<file path="config.mk">
export PLATFORM = sky130hd
export DESIGN_NAME = ir_pulse_distance_transmitter_unit_flat
export DESIGN_NICKNAME = d
export VERILOG_FILES = /design/src/rtl/ipdt_pkg.sv /design/src/rtl/ipdt_if.sv /design/src/rtl/ipdt_front.sv /design/src/rtl/ipdt_back.sv /design/src/rtl/ir_pulse_distance_transmitter_unit.sv /design/src/flat_wrapper.sv
export SDC_FILE = /design/constraint.sdc
export NUM_CORES = 1
export LEC_CHECK = 0
export ABC_AREA = 1
export BUFFER_PORTS_ARGS = -buffer_cell sky130_fd_sc_hd__buf_2
export CORE_ASPECT_RATIO = 2
export CORE_MARGIN = 2
export CORE_UTILIZATION = 55
export CTS_BUF_LIST = sky130_fd_sc_hd__clkbuf_4 sky130_fd_sc_hd__clkbuf_8 sky130_fd_sc_hd__clkbuf_16
export DETAILED_ROUTE_END_ITERATION = 10
export PLACE_DENSITY = 0.8
export SLEW_MARGIN = 10
export SYNTH_ARGS = -nofsm -noshare
export SYNTH_HDL_FRONTEND = slang
export SYNTH_HIERARCHICAL = 1
export SYNTH_SLANG_ARGS = --single-unit
</file>
<file path="constraint.sdc">
create_clock -name i_clk -period 5.5 [get_ports i_clk]
set_input_delay 1.1 -clock i_clk [delete_from_list [all_inputs] [get_ports i_clk]]
set_output_delay 1.1 -clock i_clk [all_outputs]
set_load 0.03 [all_outputs]
</file>
<file path="src/rtl/ipdt_pkg.sv">
// Shared constants, types and a helper function for the IR pulse distance transmitter.
// No dependencies; the other RTL files refer to this package by scoped names, the testbench imports it.
`default_nettype none

package ipdt_pkg;

    localparam int FIFO_DEPTH = 16;
    localparam int PTR_W      = (FIFO_DEPTH > 2) ? $clog2(FIFO_DEPTH) : 1;
    localparam int TICK_W     = 20;
    localparam int UNIT_W     = 19;
    localparam int CFG_IDX_W  = 2;
    localparam int CFG_DATA_W = 20;

    localparam logic [PTR_W-1:0]  PTR_LAST = PTR_W'(FIFO_DEPTH - 1);
    localparam logic [TICK_W-1:0] TICK_MAX = {TICK_W{1'b1}};

    // Configuration register indexes.
    localparam logic [CFG_IDX_W-1:0] REG_MSB_FIRST   = 2'd0;
    localparam logic [CFG_IDX_W-1:0] REG_LEAD_MARK   = 2'd1;
    localparam logic [CFG_IDX_W-1:0] REG_LEAD_SPACE  = 2'd2;
    localparam logic [CFG_IDX_W-1:0] REG_UNIT        = 2'd3;

    localparam logic              RST_MSB_FIRST  = 1'b1;
    localparam logic [TICK_W-1:0] RST_LEAD_MARK  = 20'd9000;
    localparam logic [TICK_W-1:0] RST_LEAD_SPACE = 20'd4500;
    localparam logic [UNIT_W-1:0] RST_UNIT       = 19'd562;

    typedef struct packed {
        logic              msb_first;
        logic [TICK_W-1:0] lead_mark;
        logic [TICK_W-1:0] lead_space;
        logic [UNIT_W-1:0] unit;
    } t_cfg;

    // One classified request as it travels from the front to the back.
    typedef struct packed {
        logic       is_push;
        logic [7:0] data;
    } t_cmd;

    function automatic logic [7:0] reverse8(input logic [7:0] b);
        logic [7:0] r;
        for (int i = 0; i < 8; i++) begin
            r[i] = b[7-i];
        end
        return r;
    endfunction

endpackage

`default_nettype wire

</file>
<file path="src/rtl/ipdt_if.sv">
// Channel interfaces of the IR pulse distance transmitter: request, result and configuration.
// Depends on ipdt_pkg for the field widths.
`default_nettype none

interface ipdt_item_if;
    logic       valid;
    logic       ready;
    logic       mode;
    logic [7:0] byte_value;

    modport source (output valid, output mode, output byte_value, input ready);
    modport sink   (input valid, input mode, input byte_value, output ready);
endinterface

interface ipdt_result_if;
    logic valid;
    logic ready;
    logic carrier_on;
    logic busy_res;
    logic push_dropped;

    modport source (output valid, output carrier_on, output busy_res, output push_dropped,
                    input ready);
    modport sink   (input valid, input carrier_on, input busy_res, input push_dropped,
                    output ready);
endinterface

interface ipdt_cfg_if;
    logic                             valid;
    logic                             ready;
    logic [ipdt_pkg::CFG_IDX_W-1:0]   index;
    logic [ipdt_pkg::CFG_DATA_W-1:0]  data;

    modport source (output valid, output index, output data, input ready);
    modport sink   (input valid, input index, input data, output ready);
endinterface

`default_nettype wire

</file>
<file path="src/rtl/ipdt_front.sv">
// Front end: accepts requests, classifies them as pushes or ticks, and holds them in a
// two-entry queue for the back end. Depends on ipdt_pkg and ipdt_if.
`default_nettype none

module ipdt_front (
    input  wire logic        i_clk,
    input  wire logic        i_rst_n,
    input  wire logic        i_msb_first,
    ipdt_item_if.sink        i_item,
    output ipdt_pkg::t_cmd   o_cmd,
    output logic             o_cmd_valid,
    input  wire logic        i_cmd_pop
);

    ipdt_pkg::t_cmd r_q [2];
    logic           r_wr;
    logic           r_rd;
    logic [1:0]     r_cnt;
    logic [1:0]     n_cnt;
    logic           push;
    logic           pop;
    ipdt_pkg::t_cmd in_cmd;

    assign i_item.ready = (r_cnt != 2'd2);
    assign push         = i_item.valid && i_item.ready;
    assign o_cmd_valid  = (r_cnt != 2'd0);
    assign pop          = o_cmd_valid && i_cmd_pop;
    assign o_cmd        = r_q[r_rd];

    // Bytes sent MSB first are stored reversed so the back end always shifts from bit 0.
    always_comb begin
        in_cmd.is_push = i_item.mode;
        in_cmd.data    = i_msb_first ? ipdt_pkg::reverse8(i_item.byte_value)
                                     : i_item.byte_value;
    end

    always_comb begin
        n_cnt = r_cnt;
        if (push && !pop) begin
            n_cnt = r_cnt + 2'd1;
        end else if (pop && !push) begin
            n_cnt = r_cnt - 2'd1;
        end
    end

    always_ff @(posedge i_clk) begin
        if (push) begin
            r_q[r_wr] <= in_cmd;
        end
    end

    always_ff @(posedge i_clk) begin
        if (!i_rst_n) begin
            r_wr  <= 1'b0;
            r_rd  <= 1'b0;
            r_cnt <= 2'd0;
        end else begin
            if (push) begin
                r_wr <= ~r_wr;
            end
            if (pop) begin
                r_rd <= ~r_rd;
            end
            r_cnt <= n_cnt;
        end
    end

endmodule

`default_nettype wire

</file>
<file path="src/rtl/ipdt_back.sv">
// Back end: byte FIFO, burst sequencer with its tick counter, and the result register.
// Depends on ipdt_pkg and ipdt_if.
`default_nettype none

module ipdt_back (
    input  wire logic           i_clk,
    input  wire logic           i_rst_n,
    input  wire ipdt_pkg::t_cfg i_cfg,
    input  wire ipdt_pkg::t_cmd i_cmd,
    input  wire logic           i_cmd_valid,
    output logic                o_cmd_pop,
    ipdt_result_if.source       o_result
);

    localparam logic [2:0] PH_IDLE       = 3'd0;
    localparam logic [2:0] PH_LEAD_MARK  = 3'd1;
    localparam logic [2:0] PH_LEAD_SPACE = 3'd2;
    localparam logic [2:0] PH_BIT_MARK   = 3'd3;
    localparam logic [2:0] PH_BIT_SPACE  = 3'd4;
    localparam logic [2:0] PH_STOP_MARK  = 3'd5;

    localparam int TW = ipdt_pkg::TICK_W;
    localparam int PW = ipdt_pkg::PTR_W;

    logic [7:0]    r_mem [ipdt_pkg::FIFO_DEPTH];
    logic [7:0]    r_rd_data;
    logic [PW-1:0] r_wp, n_wp;
    logic [PW-1:0] r_rp, n_rp;
    logic [2:0]    r_phase, n_phase;
    logic [2:0]    r_bi, n_bi;
    logic [TW-1:0] r_tl, n_tl;

    logic          r_out_valid;
    logic          r_carrier;
    logic          r_busy;
    logic          r_dropped;

    logic          step;
    logic          wr_en;
    logic          carrier;
    logic          dropped;
    logic          busy;
    logic [PW-1:0] wp_inc;
    logic [PW-1:0] rp_inc;
    logic [PW-1:0] rd_addr;

    logic [TW-1:0] mark_len;
    logic [TW-1:0] space_len;
    logic [TW-1:0] unit_len;
    logic [TW:0]   triple;
    logic [TW-1:0] one_len;

    assign step      = i_cmd_valid && (!r_out_valid || o_result.ready);
    assign o_cmd_pop = step;

    assign wp_inc = (r_wp == ipdt_pkg::PTR_LAST) ? '0 : r_wp + PW'(1);
    assign rp_inc = (r_rp == ipdt_pkg::PTR_LAST) ? '0 : r_rp + PW'(1);

    // Segment lengths; a zero register counts as one tick, a one space saturates.
    assign mark_len  = (i_cfg.lead_mark == '0) ? TW'(1) : i_cfg.lead_mark;
    assign space_len = (i_cfg.lead_space == '0) ? TW'(1) : i_cfg.lead_space;
    assign unit_len  = (i_cfg.unit == '0) ? TW'(1) : {1'b0, i_cfg.unit};
    assign triple    = {unit_len, 1'b0} + {1'b0, unit_len};
    assign one_len   = (triple > {1'b0, ipdt_pkg::TICK_MAX}) ? ipdt_pkg::TICK_MAX
                                                             : triple[TW-1:0];

    always_comb begin
        n_wp    = r_wp;
        n_rp    = r_rp;
        n_phase = r_phase;
        n_bi    = r_bi;
        n_tl    = r_tl;
        wr_en   = 1'b0;
        carrier = 1'b0;
        dropped = 1'b0;
        if (i_cmd.is_push) begin
            if (wp_inc == r_rp) begin
                dropped = 1'b1;
            end else begin
                wr_en = 1'b1;
                n_wp  = wp_inc;
            end
            carrier = (r_phase == PH_LEAD_MARK) || (r_phase == PH_BIT_MARK) ||
                      (r_phase == PH_STOP_MARK);
        end else begin
            if (r_tl == '0) begin
                unique case (r_phase)
                    PH_IDLE: begin
                        if (r_wp != r_rp) begin
                            n_phase = PH_LEAD_MARK;
                            n_tl    = mark_len;
                        end
                    end
                    PH_LEAD_MARK: begin
                        n_phase = PH_LEAD_SPACE;
                        n_tl    = space_len;
                    end
                    PH_LEAD_SPACE: begin
                        n_phase = PH_BIT_MARK;
                        n_bi    = 3'd0;
                        n_tl    = unit_len;
                    end
                    PH_BIT_MARK: begin
                        n_phase = PH_BIT_SPACE;
                        n_tl    = r_rd_data[r_bi] ? one_len : unit_len;
                    end
                    PH_BIT_SPACE: begin
                        n_tl = unit_len;
                        if (r_bi == 3'd7) begin
                            n_bi    = 3'd0;
                            n_rp    = rp_inc;
                            n_phase = (r_wp == rp_inc) ? PH_STOP_MARK : PH_BIT_MARK;
                        end else begin
                            n_bi    = r_bi + 3'd1;
                            n_phase = PH_BIT_MARK;
                        end
                    end
                    default: begin
                        n_phase = PH_IDLE;
                        n_bi    = 3'd0;
                        n_tl    = '0;
                    end
                endcase
            end
            if (n_phase != PH_IDLE) begin
                carrier = (n_phase == PH_LEAD_MARK) || (n_phase == PH_BIT_MARK) ||
                          (n_phase == PH_STOP_MARK);
                if (n_tl != '0) begin
                    n_tl = n_tl - TW'(1);
                end
            end
        end
        busy = (n_phase != PH_IDLE) || (n_wp != n_rp);
    end

    // The read follows the next read pointer, so the new byte is in r_rd_data by the
    // very next request. A written byte is read only after a whole leader or a whole
    // byte has gone out, long after its write has landed.
    assign rd_addr = step ? n_rp : r_rp;

    always_ff @(posedge i_clk) begin
        if (step && wr_en) begin
            r_mem[r_wp] <= i_cmd.data;
        end
        r_rd_data <= r_mem[rd_addr];
    end

    always_ff @(posedge i_clk) begin
        if (step) begin
            r_carrier <= carrier;
            r_busy    <= busy;
            r_dropped <= dropped;
        end
    end

    always_ff @(posedge i_clk) begin
        if (!i_rst_n) begin
            r_wp        <= '0;
            r_rp        <= '0;
            r_phase     <= PH_IDLE;
            r_bi        <= 3'd0;
            r_tl        <= '0;
            r_out_valid <= 1'b0;
        end else begin
            if (step) begin
                r_wp    <= n_wp;
                r_rp    <= n_rp;
                r_phase <= n_phase;
                r_bi    <= n_bi;
                r_tl    <= n_tl;
            end
            if (step) begin
                r_out_valid <= 1'b1;
            end else if (o_result.ready) begin
                r_out_valid <= 1'b0;
            end
        end
    end

    assign o_result.valid        = r_out_valid;
    assign o_result.carrier_on   = r_carrier;
    assign o_result.busy_res     = r_busy;
    assign o_result.push_dropped = r_dropped;

endmodule

`default_nettype wire

</file>
<file path="src/rtl/ir_pulse_distance_transmitter_unit.sv">
// IR pulse distance transmitter: one result per request (byte push or timebase tick),
// in request order. A request is accepted every cycle while the two-entry request queue
// has room; its result is registered when the back end takes it from the queue. The back
// end's single sequencer step per request sets the rate of one request per cycle, and the
// queue fills only while the result side stalls. Configuration writes are taken in any cycle.
// Depends on ipdt_pkg, ipdt_if, ipdt_front and ipdt_back.
`default_nettype none

module ir_pulse_distance_transmitter_unit (
    input  wire logic     i_clk,
    input  wire logic     i_rst_n,
    ipdt_item_if.sink     i_item,
    ipdt_result_if.source o_result,
    ipdt_cfg_if.sink      i_cfg
);

    ipdt_pkg::t_cfg r_cfg;
    ipdt_pkg::t_cmd cmd;
    logic           cmd_valid;
    logic           cmd_pop;

    assign i_cfg.ready = 1'b1;

    always_ff @(posedge i_clk) begin
        if (!i_rst_n) begin
            r_cfg.msb_first  <= ipdt_pkg::RST_MSB_FIRST;
            r_cfg.lead_mark  <= ipdt_pkg::RST_LEAD_MARK;
            r_cfg.lead_space <= ipdt_pkg::RST_LEAD_SPACE;
            r_cfg.unit       <= ipdt_pkg::RST_UNIT;
        end else if (i_cfg.valid) begin
            unique case (i_cfg.index)
                ipdt_pkg::REG_MSB_FIRST:  r_cfg.msb_first  <= i_cfg.data[0];
                ipdt_pkg::REG_LEAD_MARK:  r_cfg.lead_mark  <= i_cfg.data;
                ipdt_pkg::REG_LEAD_SPACE: r_cfg.lead_space <= i_cfg.data;
                ipdt_pkg::REG_UNIT:       r_cfg.unit       <= i_cfg.data[ipdt_pkg::UNIT_W-1:0];
                default: begin
                end
            endcase
        end
    end

    ipdt_front u_front (
        .i_clk       (i_clk),
        .i_rst_n     (i_rst_n),
        .i_msb_first (r_cfg.msb_first),
        .i_item      (i_item),
        .o_cmd       (cmd),
        .o_cmd_valid (cmd_valid),
        .i_cmd_pop   (cmd_pop)
    );

    ipdt_back u_back (
        .i_clk       (i_clk),
        .i_rst_n     (i_rst_n),
        .i_cfg       (r_cfg),
        .i_cmd       (cmd),
        .i_cmd_valid (cmd_valid),
        .o_cmd_pop   (cmd_pop),
        .o_result    (o_result)
    );

endmodule

`default_nettype wire

</file>
<file path="src/flat_wrapper.sv">
// flat-port wrapper written by rule: the top's interface ports become plain ports
module ir_pulse_distance_transmitter_unit_flat 
  (i_clk, i_rst_n, i_item_valid, i_item_mode, i_item_byte_value, i_item_ready, o_result_valid, o_result_carrier_on, o_result_busy_res, o_result_push_dropped, o_result_ready, i_cfg_valid, i_cfg_index, i_cfg_data, i_cfg_ready);
  ipdt_item_if i_item_i ();
  ipdt_result_if o_result_i ();
  ipdt_cfg_if i_cfg_i ();
  input  wire logic i_clk;
  input  wire logic i_rst_n;
  input wire logic [$bits(i_item_i.valid)-1:0] i_item_valid;
  input wire logic [$bits(i_item_i.mode)-1:0] i_item_mode;
  input wire logic [$bits(i_item_i.byte_value)-1:0] i_item_byte_value;
  output wire logic [$bits(i_item_i.ready)-1:0] i_item_ready;
  output wire logic [$bits(o_result_i.valid)-1:0] o_result_valid;
  output wire logic [$bits(o_result_i.carrier_on)-1:0] o_result_carrier_on;
  output wire logic [$bits(o_result_i.busy_res)-1:0] o_result_busy_res;
  output wire logic [$bits(o_result_i.push_dropped)-1:0] o_result_push_dropped;
  input wire logic [$bits(o_result_i.ready)-1:0] o_result_ready;
  input wire logic [$bits(i_cfg_i.valid)-1:0] i_cfg_valid;
  input wire logic [$bits(i_cfg_i.index)-1:0] i_cfg_index;
  input wire logic [$bits(i_cfg_i.data)-1:0] i_cfg_data;
  output wire logic [$bits(i_cfg_i.ready)-1:0] i_cfg_ready;
  assign i_item_i.valid = i_item_valid;
  assign i_item_i.mode = i_item_mode;
  assign i_item_i.byte_value = i_item_byte_value;
  assign i_item_ready = i_item_i.ready;
  assign o_result_valid = o_result_i.valid;
  assign o_result_carrier_on = o_result_i.carrier_on;
  assign o_result_busy_res = o_result_i.busy_res;
  assign o_result_push_dropped = o_result_i.push_dropped;
  assign o_result_i.ready = o_result_ready;
  assign i_cfg_i.valid = i_cfg_valid;
  assign i_cfg_i.index = i_cfg_index;
  assign i_cfg_i.data = i_cfg_data;
  assign i_cfg_ready = i_cfg_i.ready;
  ir_pulse_distance_transmitter_unit u_core (.i_clk(i_clk), .i_rst_n(i_rst_n), .i_item(i_item_i), .o_result(o_result_i), .i_cfg(i_cfg_i));
endmodule
</file>
# --- Word-level counts from Yosys, hierarchy flattened ---
# Memory sizes are Yosys's and may differ from the RTL's. A register that Yosys moved wholly into a read port is not among the register bits.
# Cells that the tools add are included.
classes:
  addsub: 7
  reduce_logical: 35
  n_eq_ne: 19
  n_bitwise: 4
  n_mux: 47
  n_lt_le_gt_ge: 2
op_table:
  columns: ["op", "count"]
  rows:
  - ["two-way mux 20 bit", 9]
  - ["one-hot mux 20 bit (4 select lines)", 1]
  - ["logical NOT 20 bit", 3]
  - ["two-way mux 4 bit", 9]
  - ["adder 20 x 19 -> 21 bit", 1]
  - ["greater-than comparator 21 x 20 -> 1 bit (second input constant)", 1]
  - ["two-way mux 3 bit", 7]
  - ["nonzero test 20 bit", 1]
  - ["subtractor 20 x 1 -> 20 bit (second input constant)", 1]
  - ["logical NOT 19 bit", 1]
  - ["two-way mux 19 bit", 1]
  - ["one-hot mux 3 bit (5 select lines)", 1]
  - ["two-way mux 1 bit", 14]
  - ["== test 3 bit (second input constant)", 4]
  - ["AND reduction 2 bit", 5]
  - ["== test 3 x 2 -> 1 bit (second input constant)", 3]
  - ["adder 4 x 1 -> 4 bit (second input constant)", 2]
  - ["== test 4 bit", 2]
  - ["== test 4 bit (second input constant)", 2]
  - ["two-way mux 8 bit", 1]
  - ["inequality test 4 bit", 2]
  - ["== test 3 x 1 -> 1 bit (second input constant)", 2]
  - ["logical AND 1 bit", 6]
  - ["logical OR 1 bit", 6]
  - ["other kinds (19)", 29]
totals:
  mem_bits_rw: 146
  n_memories: 2
  regBits: 102
  output_inout_bits: 6
  elab_cells: 132
  inputBits: 36
mem_list:
  columns: ["name", "words", "width", "rd", "rd_ports_with_merged_regs", "write_ports", "line_no", "source"]
  rows:
  - ["u_core.u_back.r_mem", 16, 8, 1, 1, 1, "ipdt_back.sv:25", "logic [7:0] r_mem [ipdt_pkg::FIFO_DEPTH];"]
  - ["u_core.u_front.r_q", 2, 9, 1, 1, 1, "ipdt_front.sv:15", "ipdt_pkg::t_cmd r_q [2];"]

# --- Logic depth before layout (Yosys ltp) ---
# Gate-level depths: netlist (run 1).
logic_depth:
  word_depth: 13
  mapped_depth: 38
  ltp_nobuf: 37

# --- By module ---
# The synthesis (run 1) kept the hierarchy.
modules_own_cells:
  columns: ["mod", "area_per_inst_um2", "seq_area_each_um2", "instances", "cells_per_inst"]
  rows:
  - ["ipdt_back", 10989.3, 4794.6, 1, 1414]
  - ["ir_pulse_distance_transmitter_unit", 2426.1, 1201.2, 1, 360]
  - ["ipdt_front", 997.2, 640.6, 1, 86]

# --- Worst setup path after synthesis (run 1) ---
# Ideal clock, no wire load.
synth_path:
  path_kind: "register -> register"
  startpoint: "register u_core/r_cfg[17] (netlist bit)"
  endpoint: "register u_core.u_back.r_tl[5]"
  synth_period_minus_slack_ps: 3994
  required_ps: 5383
  setup_time_ps: 117
  path_buffers: 1
  setup_slack_ps: 1506
  path_stages_with_launch: 37
  arrival_time_ps: 3877
  cell_sequence: "dfxtp_1 > inv_1 > ha_1 > nand2_1 > nor2_1 > nand3_2 > nand2_1 > ha_1 > fa_1 > nand3_1 > nand3_2 > nand2_1 > nand2_1 > nand2_1 > nand2_1 > nand2_1 > nand2_1 > nor2_1 > nand4_1 > nor2_4 > nand2_4 > buf_8 > nand2_1 > nand2_1 > nand2_1 > nand2_1 > nand2_1 > inv_1 > ha_1 > nand3_1 > nor2_1 > nand2_2 > nor2_4 > a21oi_4 > a21oi_1 > nor2_1 > nor2_1"
synth_between:
  elab_chain_len: 12
  word_cells_on_any_way: 13
  cone_classes: "add/sub (2); order compare (1); mux (8); reduce/logical (2)"
synth_lines:
  columns: ["item", "line_no", "source"]
  rows:
  - ["from (decl)", "ir_pulse_distance_transmitter_unit.sv:17", "ipdt_pkg::t_cfg r_cfg;"]
  - ["logical NOT 19 bit", "ipdt_back.sv:62", "assign unit_len = (i_cfg.unit == '0) ? TW'(1) : {1'b0, i_cfg.unit};"]
  - ["two-way mux 19 bit (*)", "ipdt_back.sv:62", null]
  - ["adder 20 x 19 -> 21 bit", "ipdt_back.sv:63", "assign triple = {unit_len, 1'b0} + {1'b0, unit_len};"]
  - ["greater-than comparator 21 x 20 -> 1 bit", "ipdt_back.sv:64", "assign one_len = (triple > {1'b0, ipdt_pkg::TICK_MAX}) ? ipdt_pkg::TICK_MAX"]
  - ["two-way mux 20 bit", "ipdt_back.sv:64", null]
  - ["two-way mux 20 bit", "ipdt_back.sv:105", "n_tl = r_rd_data[r_bi] ? one_len : unit_len;"]
  - ["one-hot mux 20 bit (4 select lines) (*)", "ipdt_back.sv:87", "unique case (r_phase)"]
  - ["two-way mux 20 bit (*)", "ipdt_back.sv:86", "if (r_tl == '0) begin"]
  - ["two-way mux 20 bit (*)", "ipdt_back.sv:76", "if (i_cmd.is_push) begin"]
  - ["subtractor 20 x 1 -> 20 bit or nonzero test 20 bit (tied branches)", "ipdt_back.sv:129, ipdt_back.sv:128", null]
  - ["two-way mux 20 bit", "ipdt_back.sv:128", "if (n_tl != '0) begin"]
  - ["two-way mux 20 bit (*)", "ipdt_back.sv:125", "if (n_phase != PH_IDLE) begin"]
  - ["to (signal assigned)", "ipdt_back.sv:170", "r_tl <= n_tl;"]
  - ["to (decl)", "ipdt_back.sv:31", "logic [TW-1:0] r_tl, n_tl;"]
# Mark *: on every way between the ends. The rest lies on a longest branch, timed or not. The select of a mux whose other input is x is not followed.
# A chain may end at the register's enable or synchronous reset.

# --- Worst setup path in the final report (run 1) ---
layout_path:
  startpoint: "register u_core/r_cfg[17] (netlist bit)"
  endpoint: "register u_core.u_back.r_tl[12]"
# The elaborated chain is that of the path after synthesis.

==> results of run 1 <==
[cells in the final DEF (no fill, tap or decap), types with 11 or more instances in the layout]
master | Yosys | layout
buf_2 | 14 | 40
o21ai_1 | 12 | 11
o211ai_1 | 21 | 21
xor2_1 | 14 | 14
o221ai_1 | 26 | 26
nand3_2 | 17 | 17
o21ai_0 | 123 | 122
nand4_1 | 16 | 16
nor2_1 | 283 | 283
nand2_2 | 32 | 32
dfxtp_1 | 108 | 108
o22ai_1 | 13 | 13
buf_4 | 8 | 18
inv_1 | 210 | 210
a21oi_1 | 68 | 68
clkbuf_16 | 0 | 22
ha_1 | 29 | 29
nand2_1 | 436 | 436
nand3_1 | 108 | 108
edfxtp_1 | 149 | 149
[cell usage after synthesis (9+ instances only)]
master / count / area [µm²]
a21oi_1: 68 / 340.3
buf_2: 14 / 70.07
clkbuf_1: 54 / 202.7
dfxtp_1: 108 / 2162
edfxtp_1: 149 / 4474
ha_1: 29 / 362.9
inv_1: 210 / 788.3
inv_2: 10 / 37.54
mux2_2: 9 / 101.4
nand2_1: 436 / 1637
nand2_2: 32 / 200.2
nand3_1: 108 / 540.5
nand3_2: 17 / 170.2
nand4_1: 16 / 100.1
nor2_1: 283 / 1062
nor2_2: 10 / 62.56
nor3_1: 10 / 50.05
nor4_1: 10 / 62.56
o211ai_1: 21 / 157.7
o21ai_0: 123 / 615.6
o21ai_1: 12 / 60.06
o221ai_1: 26 / 227.7
o22ai_1: 13 / 81.33
xor2_1: 14 / 122.6
[logic make-up (layout without fill, tap and decap cells)]
kind of cell               after synthesis  after routing  share of synthesized area
and+or+nand+nor                        951            951                     0.2907
buffers and inverters                  306            322                    0.08603
AOI/OAI and AO/OA                      289            289                     0.1187
DFF                                    257            257                     0.4605
adders and majority gates               30             30                    0.02657
xor gates and xnor gates                17             17                    0.01033
muxes                                    9              9                   0.007032
other                                    1              1                  0.0002602
[area by class of cell]
type / count / area (µm²) / share of cell area
sequential: 257 / 6636 / 0.4274
multi-input combinational: 1297 / 6551 / 0.4219
inverter: 224 / 842.1 / 0.05423
clock buffer: 27 / 594.3 / 0.03827
tap: 340 / 425.4 / 0.02740
timing repair buffer: 58 / 335.3 / 0.02159
clock inverter: 13 / 143.9 / 0.009266
[flip-flops by register name (all words and copies together) (netlist names), named ones only]
name	cells
u_core/u_back/r_mem	128
u_core/r_cfg	60
u_core/u_back/r_tl	20
u_core/u_front/r_q	18
u_core/u_back/r_rd_data	8
u_core/u_back/r_rp	4
u_core/u_back/r_wp	4
u_core/u_back/r_bi	3
u_core/u_back/r_phase	3
u_core/u_front/r_cnt	2
u_core/u_back/o_result.busy_res	1
u_core/u_back/o_result.carrier_on	1
u_core/u_back/o_result.push_dropped	1
u_core/u_back/o_result.valid	1
u_core/u_front/r_rd	1
u_core/u_front/r_wr	1
[worst paths after layout]
check | startpoint | end | slack (ns) | depth (start not counted)
max | u_core/r_cfg[17]$_SDFFE_PN0P_ | u_core/u_back/r_tl[12]$_SDFFE_PN0P_ | 0.79 | 33
min | u_core/u_back/r_tl[1]$_SDFFE_PN0P_ | u_core/u_back/r_tl[1]$_SDFFE_PN0P_ | 0.50 | 2
max reg2reg | u_core/r_cfg[17]$_SDFFE_PN0P_ | u_core/u_back/r_tl[12]$_SDFFE_PN0P_ | 0.79 | 33
min reg2reg | u_core/u_back/r_tl[1]$_SDFFE_PN0P_ | u_core/u_back/r_tl[1]$_SDFFE_PN0P_ | 0.50 | 2
[power by group]
part           switching (µW)  total (µW)  leakage (µW)  internal [µW]
Sequential                171        2560       0.00223           2390
Combinational            4020        5510       0.00429           1490
Clock                     712        1590      0.000355            877
Total                    4900        9650       0.00688           4750
[metal layers]
metal,wire (µm),vias up,global-route usage
met3,2329,230,0.04853
met4,5018,2,0.3051
met2,24390,525,0.6292
li1,-,6113,-
met1,13880,5977,0.2871
met5,17,-,0
[worst reg2reg max path: cells and delay by family (launching register included)]
kind | cells | cell delay [ns]
buffers and inverters | 4 | 0.38
adders and majority gates | 4 | 1.16
and+or+nand+nor | 24 | 2.41
DFF | 1 | 0.43
xor gates and xnor gates | 1 | 0.23
[per-stage QoR]
stage	power, µW	hold slack (ns)
after floorplan	6333	0.4453
after global placement	7839	0.4568
after detailed placement	7864	0.4766
after CTS	9467	0.4862
after global routing	10190	0.5143
final	9654	0.5003
==> summary.txt, run 1 <==
WP data arrival - 5.15 ns
H-tree depth - 1
Area Growth Syn to Fin - 7.743%
Slew at the pin closest to its max-slew limit - 0.9956 ns
Synth Cell Area - 14410 µm²
DIE AREA - 27590 µm²
Clk sinks - 257
CP Buf/Inv Count - 4
Slew HR - 0.3355
Post-route setup slack - 0.7934 ns
Family with the most delay on the worst path - simple AND/OR/NAND/NOR gates
NumNets Final - 1926
Final Skew - 0.03148 ns
Gr usage total - 0.3295
Cell mode on critical path - nand2_1
Critical Path Source Type - flop
Width of the die - 118.5 µm
DIE HEIGHT - 232.9 µm
Global-route wire length before repair - 68.97 mm
IO buf count - 40
Worst hold path type - flop to flop
Critical-path top delay cell - fa_1
Syn Area/Cell - 7.749 µm²
Worst-skew pair later-pin latency - 0.54 ns
CTS Root Cell - clkbuf_16
Mapped Cells - 1860
Num CTS Buffers - 22
Minimum clock period - 4.707 ns
First drt pass iteration count - 5
Initial core utilization - 0.5596
DR WL/cell - 20.60 µm
Core Area - 25750 µm²
Number of synthesized flops with an enable pin - 149
Max FO, Critical Path - 17
GRT overflow - 0
CTS tree - built
Io pins - 42
Cell Pwr Density - 621.7 nW/µm²
Final Wtd Congestion - 1.084
Fillers - 2366
Design area - 15530 µm²
Final wirelength - 45.64 mm
Max-cap violation count - 0
# DRC - 0
Routed vias/inst - 5.797
Endpoints failing hold - 0
Tcrit/Tclk final - 0.8558
Yosys reg bits - 257
Antenna diodes - 0
Final ANT Viol Nets - 0
Max Freq - 0.2125 GHz
Lkg Pwr - 0.006878 µW
Critical path class - flop to flop
Initial antenna violation count - 1
Main synth FF type - edfxtp_1
Vias in the first global route - 12620
Layout cell share with drive strength beyond 1 - 0.1077
Post-route insts no fill - 2216
Req. time, crit path - 5.95 ns
DP Wirelength - 33.94 mm
Largest buffer count on any clock path - 3
Pin count of the biggest net entering global routing - 70
Row count - 83
Post-CTS Hold Fix Bufs - 0
CP max stage delay - 0.44 ns
Pre-CTS setup slack - 0.8881 ns
Via Count - 12850
Setup Buffers After CTS - 0
Final Util - 0.6029
Peak VDD IR - 0.0003597 V
First DRT Iteration DRCs - 1109
Dpl cells - 2176
Post-DP Area - 14790 µm²
Post-synth ARST share - 0
Setup violators final - 0
Syn nets - 1926
# resized after CTS - 0
Slew Limit Fails - 0
RSZ-0062 raised after global routing - false
Outcome - complete, no violations
CP endpoint kind - flop
Ys Warns - 6
Register area share after synthesis - 0.4605
Clock Pin Slew Worst Setup and Hold Paths - 0.07 ns
Setup TNS - 0 ns
Synth cell types - 57
Power figures use the tool's default switching activity.
==> run 2, diff against run 1 <==
- CORE_UTILIZATION: 55 -> 54
- PLACE_DENSITY: 0.8 -> unset
- PLACE_DENSITY_LB_ADDON: unset -> 0.05
- RECOVER_POWER: unset -> 100
==> run 2 against run 1 <==
  * The run now ends with capacitance limit, slew limit left
  * Sequential cell count stayed put
  * Global-route usage is 0.39 points higher
  * Non-clock buffer count is 2 higher
  * Clock power is 3% higher
  * Sequential power hardly changed
  * Sequential share of layout area hardly changed
  * Setup slack worse by 0.31 ns
  * Highest routed layer is now met4
==> summary.txt, run 2 (synthesis results as in run 1) <==
Outcome - finished, violations left
Failing checks - capacitance limit, slew limit
Clock Pin Slew Worst Setup and Hold Paths - 0.06 ns (about the same)
R2r setup slk - 0.48 ns (-0.31 ns)
Setup violators final - 0 (unchanged)
Most frequent cells in the layout - nand2_1 (439), nor2_1 (283), inv_1 (212), edfxtp_1 (149), o21ai_0 (125)
IO buf count - 40 (unchanged)
RR Endpoint - u_core/u_back/r_tl[14]$_SDFFE_PN0P_
Post-CTS Hold Fix Bufs - 0 (unchanged)
WP data arrival - 5.49 ns (+0.34 ns)
Crit path capture - u_core/u_back/r_tl[14]$_SDFFE_PN0P_
Via Count - 12640 (-1.6%)
Max reg flops - 128 (unchanged)
Source of the critical timing path - u_core/r_cfg[17]$_SDFFE_PN0P_
Worst-skew pair later-pin latency - 0.54 ns (about the same)
Post-DP Area - 14810 µm² (+0.14%)
CP endpoint kind - flop
Fillers - 2512 (+6.2%)
Cell mode on critical path - nand2_1
Crit path depth - 36 (+9.1%)
Largest registers - u_core/u_back/r_mem x128, u_core/r_cfg x60, u_core/u_back/r_tl x20
Final Util - 0.5906 (-0.01233)
Final Skew - 0.02175 ns (-0.009731 ns)
RR Startpoint - u_core/r_cfg[17]$_SDFFE_PN0P_
Max-cap violation count - 1 (+1)
Setup Buffers After CTS - 0 (unchanged)
RSZ-0062 raised after global routing - false
DR WL/cell - 21.22 µm (+3.0%)
Req. time, crit path - 5.97 ns (+0.02 ns)
Width of the die - 119.5 µm (+0.89%)
Routed vias/inst - 5.679 (-2.0%)
H-tree depth - 1 (unchanged)
Vias in the first global route - 12460 (-1.3%)
Leading cell type in the layout, fill and taps excluded - nand2_1
# DRC - 0 (unchanged)
Combinational power share - 0.565 (-0.006)
Slew HR - -0.06308 (-0.3986)
Lkg Pwr - 0.006871 µW (-0.11%)
Family with the most delay on the worst path - simple AND/OR/NAND/NOR gates
DIE HEIGHT - 235.0 µm (+0.91%)
Initial antenna violation count - 1 (unchanged)
CP max stage delay - 0.44 ns (about the same)
Row count - 84 (+1.2%)
Endpoints failing hold - 0 (unchanged)
Clk sinks - 257 (unchanged)
Layout cell share with drive strength beyond 1 - 0.09352 (-0.01416)
Cell Pwr Density - 623.8 nW/µm² (+0.34%)
Sequential share of power - 0.265 (about the same)
Antenna diodes - 0 (unchanged)
Minimum clock period - 5.018 ns (+0.3116 ns)
NumNets Final - 1930 (+0.21%)
Largest buffer count on any clock path - 3 (unchanged)
CTS Root Cell - clkbuf_16
Setup TNS - 0 ns (unchanged)
P_int - 4777 µW (+0.55%)
Dpl cells - 2182 (+0.28%)
Critical Path Source Type - flop
Clock power frac - 0.169 (+0.004)
Max Freq - 0.1993 GHz (-6.2%)
Final wirelength - 47.23 mm (+3.5%)
Area Growth Syn to Fin - 7.674% (about the same)
Gr usage total - 0.3335 (+0.003948)
CP Buf/Inv Count - 2 (-2)
Num CTS Buffers - 24 (+9.1%)
First DRT Iteration DRCs - 850 (-23%)
Slew Limit Fails - 35 (+35)
Worst hold path type - flop to flop
Initial core utilization - 0.5485 (-0.01109)
Core Area - 26280 µm² (+2.0%)
CTS tree - built
# resized after CTS - 0 (unchanged)
Switching pwr - 4904 µW (about the same)
DP Wirelength - 35.79 mm (+5.5%)
Max FO, Critical Path - 17 (unchanged)
Peak VDD IR - 0.0003083 V (-14%)
Pin count of the biggest net entering global routing - 76 (+8.6%)
Io pins - 42 (unchanged)
Post-route insts no fill - 2226 (+0.45%)
Register bank with the most flops - u_core/u_back/r_mem
Global-route wire length before repair - 70.14 mm (+1.7%)
Tcrit/Tclk final - 0.9124 (+0.05665)
Critical-path top delay cell - fa_1
GRT overflow - 0 (unchanged)
Design area - 15520 µm² (about the same)
DIE AREA - 28090 µm² (+1.8%)
First drt pass iteration count - 6 (+1)
Worst reg2reg path depth - 36 (+9.1%)
Slew at the pin closest to its max-slew limit - 1.595 ns (+0.5990 ns)
Sw Share - 0.5066 (-0.001333)
Final ANT Viol Nets - 0 (unchanged)
Final Wtd Congestion - 1.055 (-2.7%)
Depth of the worst hold-timing path - 2 (unchanged)
Critical path class - flop to flop
[run 2: cell count changes in the layout (fill, tap and decap cells not counted), moves of 3 or more]
cell	before	now
nand3_2	17	11
mux2_1	0	8
mux2_2	9	1
buf_2	40	33
o21ai_0	122	125
clkbuf_1	0	10
nand3_1	108	114
o21ai_1	11	8
nand2_1	436	439
[run 2: layout make-up]
type                    count  area (µm²)  share of cell area
inverters                 224       842.1             0.05426
repair buffers             60       330.3             0.02129
well taps                 344       430.4             0.02774
multi-input cells        1297        6494              0.4184
clock buffers              31       671.9             0.04330
clock inverters            13       113.9            0.007337
flip-flops and latches    257        6636              0.4276
[run 2: tightest hold or removal path, cell delays in order, from the launching register on]
cell	delay (ns)
dfxtp_1	0.32
nand2_1	0.06
a21oi_1	0.06
[run 2: per-layer routing]
metal  track usage  part of all wire  vias to the layer above
li1              -                 -                     6104
met4        0.2934              0.10                        0
met2        0.6402              0.55                      432
met3       0.04490             0.043                      208
met5             0                 0                        -
met1        0.2888              0.31                     5898
[run 2: worst min-delay path by stage]
stage               slack, ns                          startpoint                                 end
global route             0.51    u_core/u_front/r_rd$_SDFFE_PN0P_                                flop
detailed placement       0.47  u_core/u_back/r_tl[1]$_SDFFE_PN0P_  u_core/u_back/r_tl[1]$_SDFFE_PN0P_
global placement         0.45  u_core/u_back/r_tl[1]$_SDFFE_PN0P_  u_core/u_back/r_tl[1]$_SDFFE_PN0P_
finish                   0.48  u_core/u_back/r_tl[1]$_SDFFE_PN0P_  u_core/u_back/r_tl[1]$_SDFFE_PN0P_
CTS                      0.48  u_core/u_back/r_tl[1]$_SDFFE_PN0P_  u_core/u_back/r_tl[1]$_SDFFE_PN0P_
floorplan                0.45  u_core/u_back/r_tl[1]$_SDFFE_PN0P_  u_core/u_back/r_tl[1]$_SDFFE_PN0P_
[run 2: power groups by stage]
stage,Clock [µW],Sequential [µW],Combinational (µW)
after floorplan,0,2550,3790
after global placement,0,2590,5340
after detailed placement,0,2600,5320
after CTS,1670,2560,5340
after global routing,1750,2580,5910
final,1640,2570,5470
[run 2: metrics by stage]
stage | setup WS, ns | power, µW | hold slack [ns]
floorplan | 1.506 | 6333 | 0.4453
global placement | 0.8014 | 7938 | 0.4523
detailed placement | 0.6815 | 7920 | 0.4669
CTS | 0.6503 | 9570 | 0.4763
global route | 0.1709 | 10250 | 0.5118
finish | 0.4818 | 9681 | 0.4823
==> run 3, diff against run 2 <==
- SYNTH_HIERARCHICAL: 1 -> unset
==> run 3 against run 2 <==
  * The run still ends with capacitance limit, slew limit left
  * Critical path depth is the same
  * Global-route usage increased by 2.2 points
  * Non-clock buffer count shrank 1
  * Critical endpoint is now u_core.u_back.r_tl[14]$_SDFFE_PN0P_
  * Sequential share of layout area up 1.3 points
  * Clock power barely moved
  * Largest cell class unchanged
  * Synthesized cell count is 6.5% lower
  * Sequential cell count stayed put
  * Worst hold slack got worse by 0.027 ns
  * Register-to-register slack lost 0.03 ns
  * First-iteration DRC count is 17% lower
  * Via count is 1.9% lower
==> summary.txt, run 3 <==
NumNets Final - 1805 (-6.5%)
Num CTS Buffers - 24 (unchanged)
Cell mode on critical path - nand2_1
RSZ-0062 raised after global routing - false
Synth cell types - 55 (-3.5%)
Register bank with the most flops - u_core.u_back.r_mem
Fillers - 2436 (-3.0%)
Gr usage total - 0.3554 (+0.02187)
Minimum clock period - 5.053 ns (+0.03445 ns)
Mapped Cells - 1740 (-6.5%)
Req. time, crit path - 5.95 ns (-0.02 ns)
Area Growth Syn to Fin - 8.378%
Pwr Total - 10130 µW (+4.6%)
DIE HEIGHT - 230.9 µm (-1.8%)
Most frequent cells in the layout - nand2_1 (334), nor2_1 (242), o21ai_0 (171), inv_1 (169), edfxtp_1 (149)
IO buf count - 40 (unchanged)
CTS tree - built
RR Startpoint - u_core.r_cfg[17]$_SDFFE_PN0P_
Source of the critical timing path - u_core.r_cfg[17]$_SDFFE_PN0P_
Depth of the worst hold-timing path - 1 (-1)
Clk sinks - 257 (unchanged)
Via Count - 12400 (-1.9%)
Yosys reg bits - 257 (unchanged)
Failing checks - capacitance limit, slew limit
Slew HR - -0.9318 (-0.8688)
Initial core utilization - 0.5442 (-0.004298)
DR WL/cell - 22.98 µm (+8.3%)
Post-route insts no fill - 2098 (-5.8%)
Initial antenna violation count - 3 (+2)
GRT overflow - 0 (unchanged)
WHS - 0.4556 ns (-0.02666 ns)
Largest registers - u_core.u_back.r_mem x128, u_core.r_cfg x60, u_core.u_back.r_tl x20
Critical-path top delay cell - fa_1
Tcrit/Tclk final - 0.9187 (+0.006264)
Pin count of the biggest net entering global routing - 72 (-5.3%)
Ys Warns - 0 (-6)
Final Skew - 0.04360 ns (+0.02185 ns)
Post-synth top area share - 0.3218 (+0.01137)
Lkg Pwr - 0.006215 µW (-9.5%)
WP data arrival - 5.50 ns (about the same)
Worst hold path type - flop to flop
Clock Pin Slew Worst Setup and Hold Paths - 0.07 ns (about the same)
Setup TNS - 0 ns (unchanged)
Final Wtd Congestion - 1.058 (+0.32%)
Peak VDD IR - 0.0004574 V (+48%)
Max-cap violation count - 2 (+1)
DP Wirelength - 36.47 mm (+1.9%)
Syn nets - 1806 (-6.2%)
Synth Cell Area - 13900 µm² (-3.5%)
Largest buffer count on any clock path - 3 (unchanged)
Vias in the first global route - 12420 (-0.34%)
Row count - 83 (-1.2%)
Slew Limit Fails - 102 (+190%)
Register area share after synthesis - 0.4773 (+0.01687)
Ranking of synthesized cells by area - edfxtp_1 (32%), dfxtp_1 (16%), nand2_1 (9.0%)
Endpoints failing hold - 0 (unchanged)
DIE AREA - 27120 µm² (-3.4%)
Max FO, Critical Path - 16 (-1)
Core Area - 25550 µm² (-2.8%)
Critical path class - flop to flop
Worst reg2reg path depth - 36 (unchanged)
Leading cell type in the layout, fill and taps excluded - nand2_1
Max Freq - 0.1979 GHz (-0.68%)
Outcome - finished, violations left
First drt pass iteration count - 5 (-1)
Number of synthesized flops with an enable pin - 149 (unchanged)
Width of the die - 117.5 µm (-1.7%)
Final ANT Viol Nets - 0 (unchanged)
Max reg flops - 128 (unchanged)
Worst-skew pair later-pin latency - 0.57 ns (+0.03 ns)
Main synth FF type - edfxtp_1
# DRC - 0 (unchanged)
Slew at the pin closest to its max-slew limit - 2.898 ns (+1.303 ns)
CP max stage delay - 0.47 ns (+0.03 ns)
CTS Root Cell - clkbuf_16
Setup violators final - 0 (unchanged)
Global-route wire length before repair - 71.56 mm (+2.0%)
Dpl cells - 2053 (-5.9%)
H-tree depth - 1 (unchanged)
Post-synth ARST share - 0 (unchanged)
Io pins - 42 (unchanged)
First DRT Iteration DRCs - 703 (-17%)
Syn Area/Cell - 7.990 µm² (+3.1%)
Hold Startpoint - u_core.u_front.r_rd$_SDFFE_PN0P_
Final wirelength - 48.21 mm (+2.1%)
Top-count cell post-synth - nand2_1
Routed vias/inst - 5.909 (+4.1%)
Critical Path Source Type - flop
Cell Pwr Density - 672.3 nW/µm² (+7.8%)
Most instantiated cells after synthesis - nand2_1 (334), nor2_1 (241), inv_1 (168)
Leading area contributor after synthesis - edfxtp_1
Layout cell share with drive strength beyond 1 - 0.08884 (-0.004679)
CP endpoint kind - flop
## run 3: kinds of logic (layout without fill, tap and decap cells)
logic type | count (synthesis) | in the layout | share of synthesized area
AO/OA/AOI/OAI | 384 | 384 | 0.1579
AND/OR/NAND/NOR | 772 | 772 | 0.2424
other | 1 | 3 | 0.0002697
multiplexers | 8 | 8 | 0.006480
adder cells (fa/ha/maj) | 30 | 30 | 0.02754
buffers and inverters | 267 | 283 | 0.07478
XOR/XNOR | 21 | 21 | 0.01323
flip-flops | 257 | 257 | 0.4773
## run 3: metrics by stage
stage | utilization | worst slack (ns) | area (µm²)
2_1_floorplan | - | 1.201 | 13900
3_3_place_gp | 0.5606 | 0.5211 | 14320
3_5_place_dp | 0.5606 | 0.4321 | 14320
4_1_cts | 0.5906 | 0.3694 | 15090
5_1_grt | 0.5896 | 0.01755 | 15060
6_report | 0.5898 | 0.4473 | 15070
## run 3: final timing paths
| kind | slack, ns | endpoint |
|---|---|---|
| max | 0.45 | u_core.u_back.r_tl[14]$_SDFFE_PN0P_ |
| min | 0.46 | u_core.u_front.r_rd$_SDFFE_PN0P_ |
| max reg2reg | 0.45 | u_core.u_back.r_tl[14]$_SDFFE_PN0P_ |
| min reg2reg | 0.46 | u_core.u_front.r_rd$_SDFFE_PN0P_ |
## run 3: worst max-delay path, delay by kind of cell, from the launching register on
kind | cells | cell delay, ns
flip-flops | 1 | 0.40
adder cells (fa/ha/maj) | 4 | 1.12
AO/OA/AOI/OAI | 1 | 0.11
AND/OR/NAND/NOR | 28 | 3.04
buffers and inverters | 3 | 0.28
## run 3: layer usage
metal	part of all wire	routed length, µm	global-route usage	vias up
li1	-	-	-	5868
met1	0.29	13830	0.2854	5760
met2	0.54	26090	0.6939	484
met3	0.052	2499	0.05904	284
met4	0.12	5777	0.3464	2
met5	0.00023	11	0	-
## run 3: repair_timing
action / CTS / global route
gates resized for setup: 0 / 2
setup buffers: 0 / 0
setup endpoints to repair: 0 / 3
hold buffers: 0 / 0
## run 3: final cells by class
cell class                      instances  area (µm²)  area share
Sequential cell                       257        6636      0.4404
Multi-Input combinational cell       1216        6236      0.4139
Inverter                              181       679.4     0.04509
Clock buffer                           32       660.6     0.04384
Tap cell                              340       425.4     0.02823
Timing Repair Buffer                   59       321.6     0.02134
Clock inverter                         11       103.9    0.006892
Antenna cell                            2       5.005   0.0003321
## run 3: report_power, final
group | leakage (µW) | switching, µW | internal [µW]
logic | 0.00360 | 4240 | 1630
registers | 0.00223 | 224 | 2400
clock network | 0.000377 | 737 | 901
total | 0.00621 | 5200 | 4930
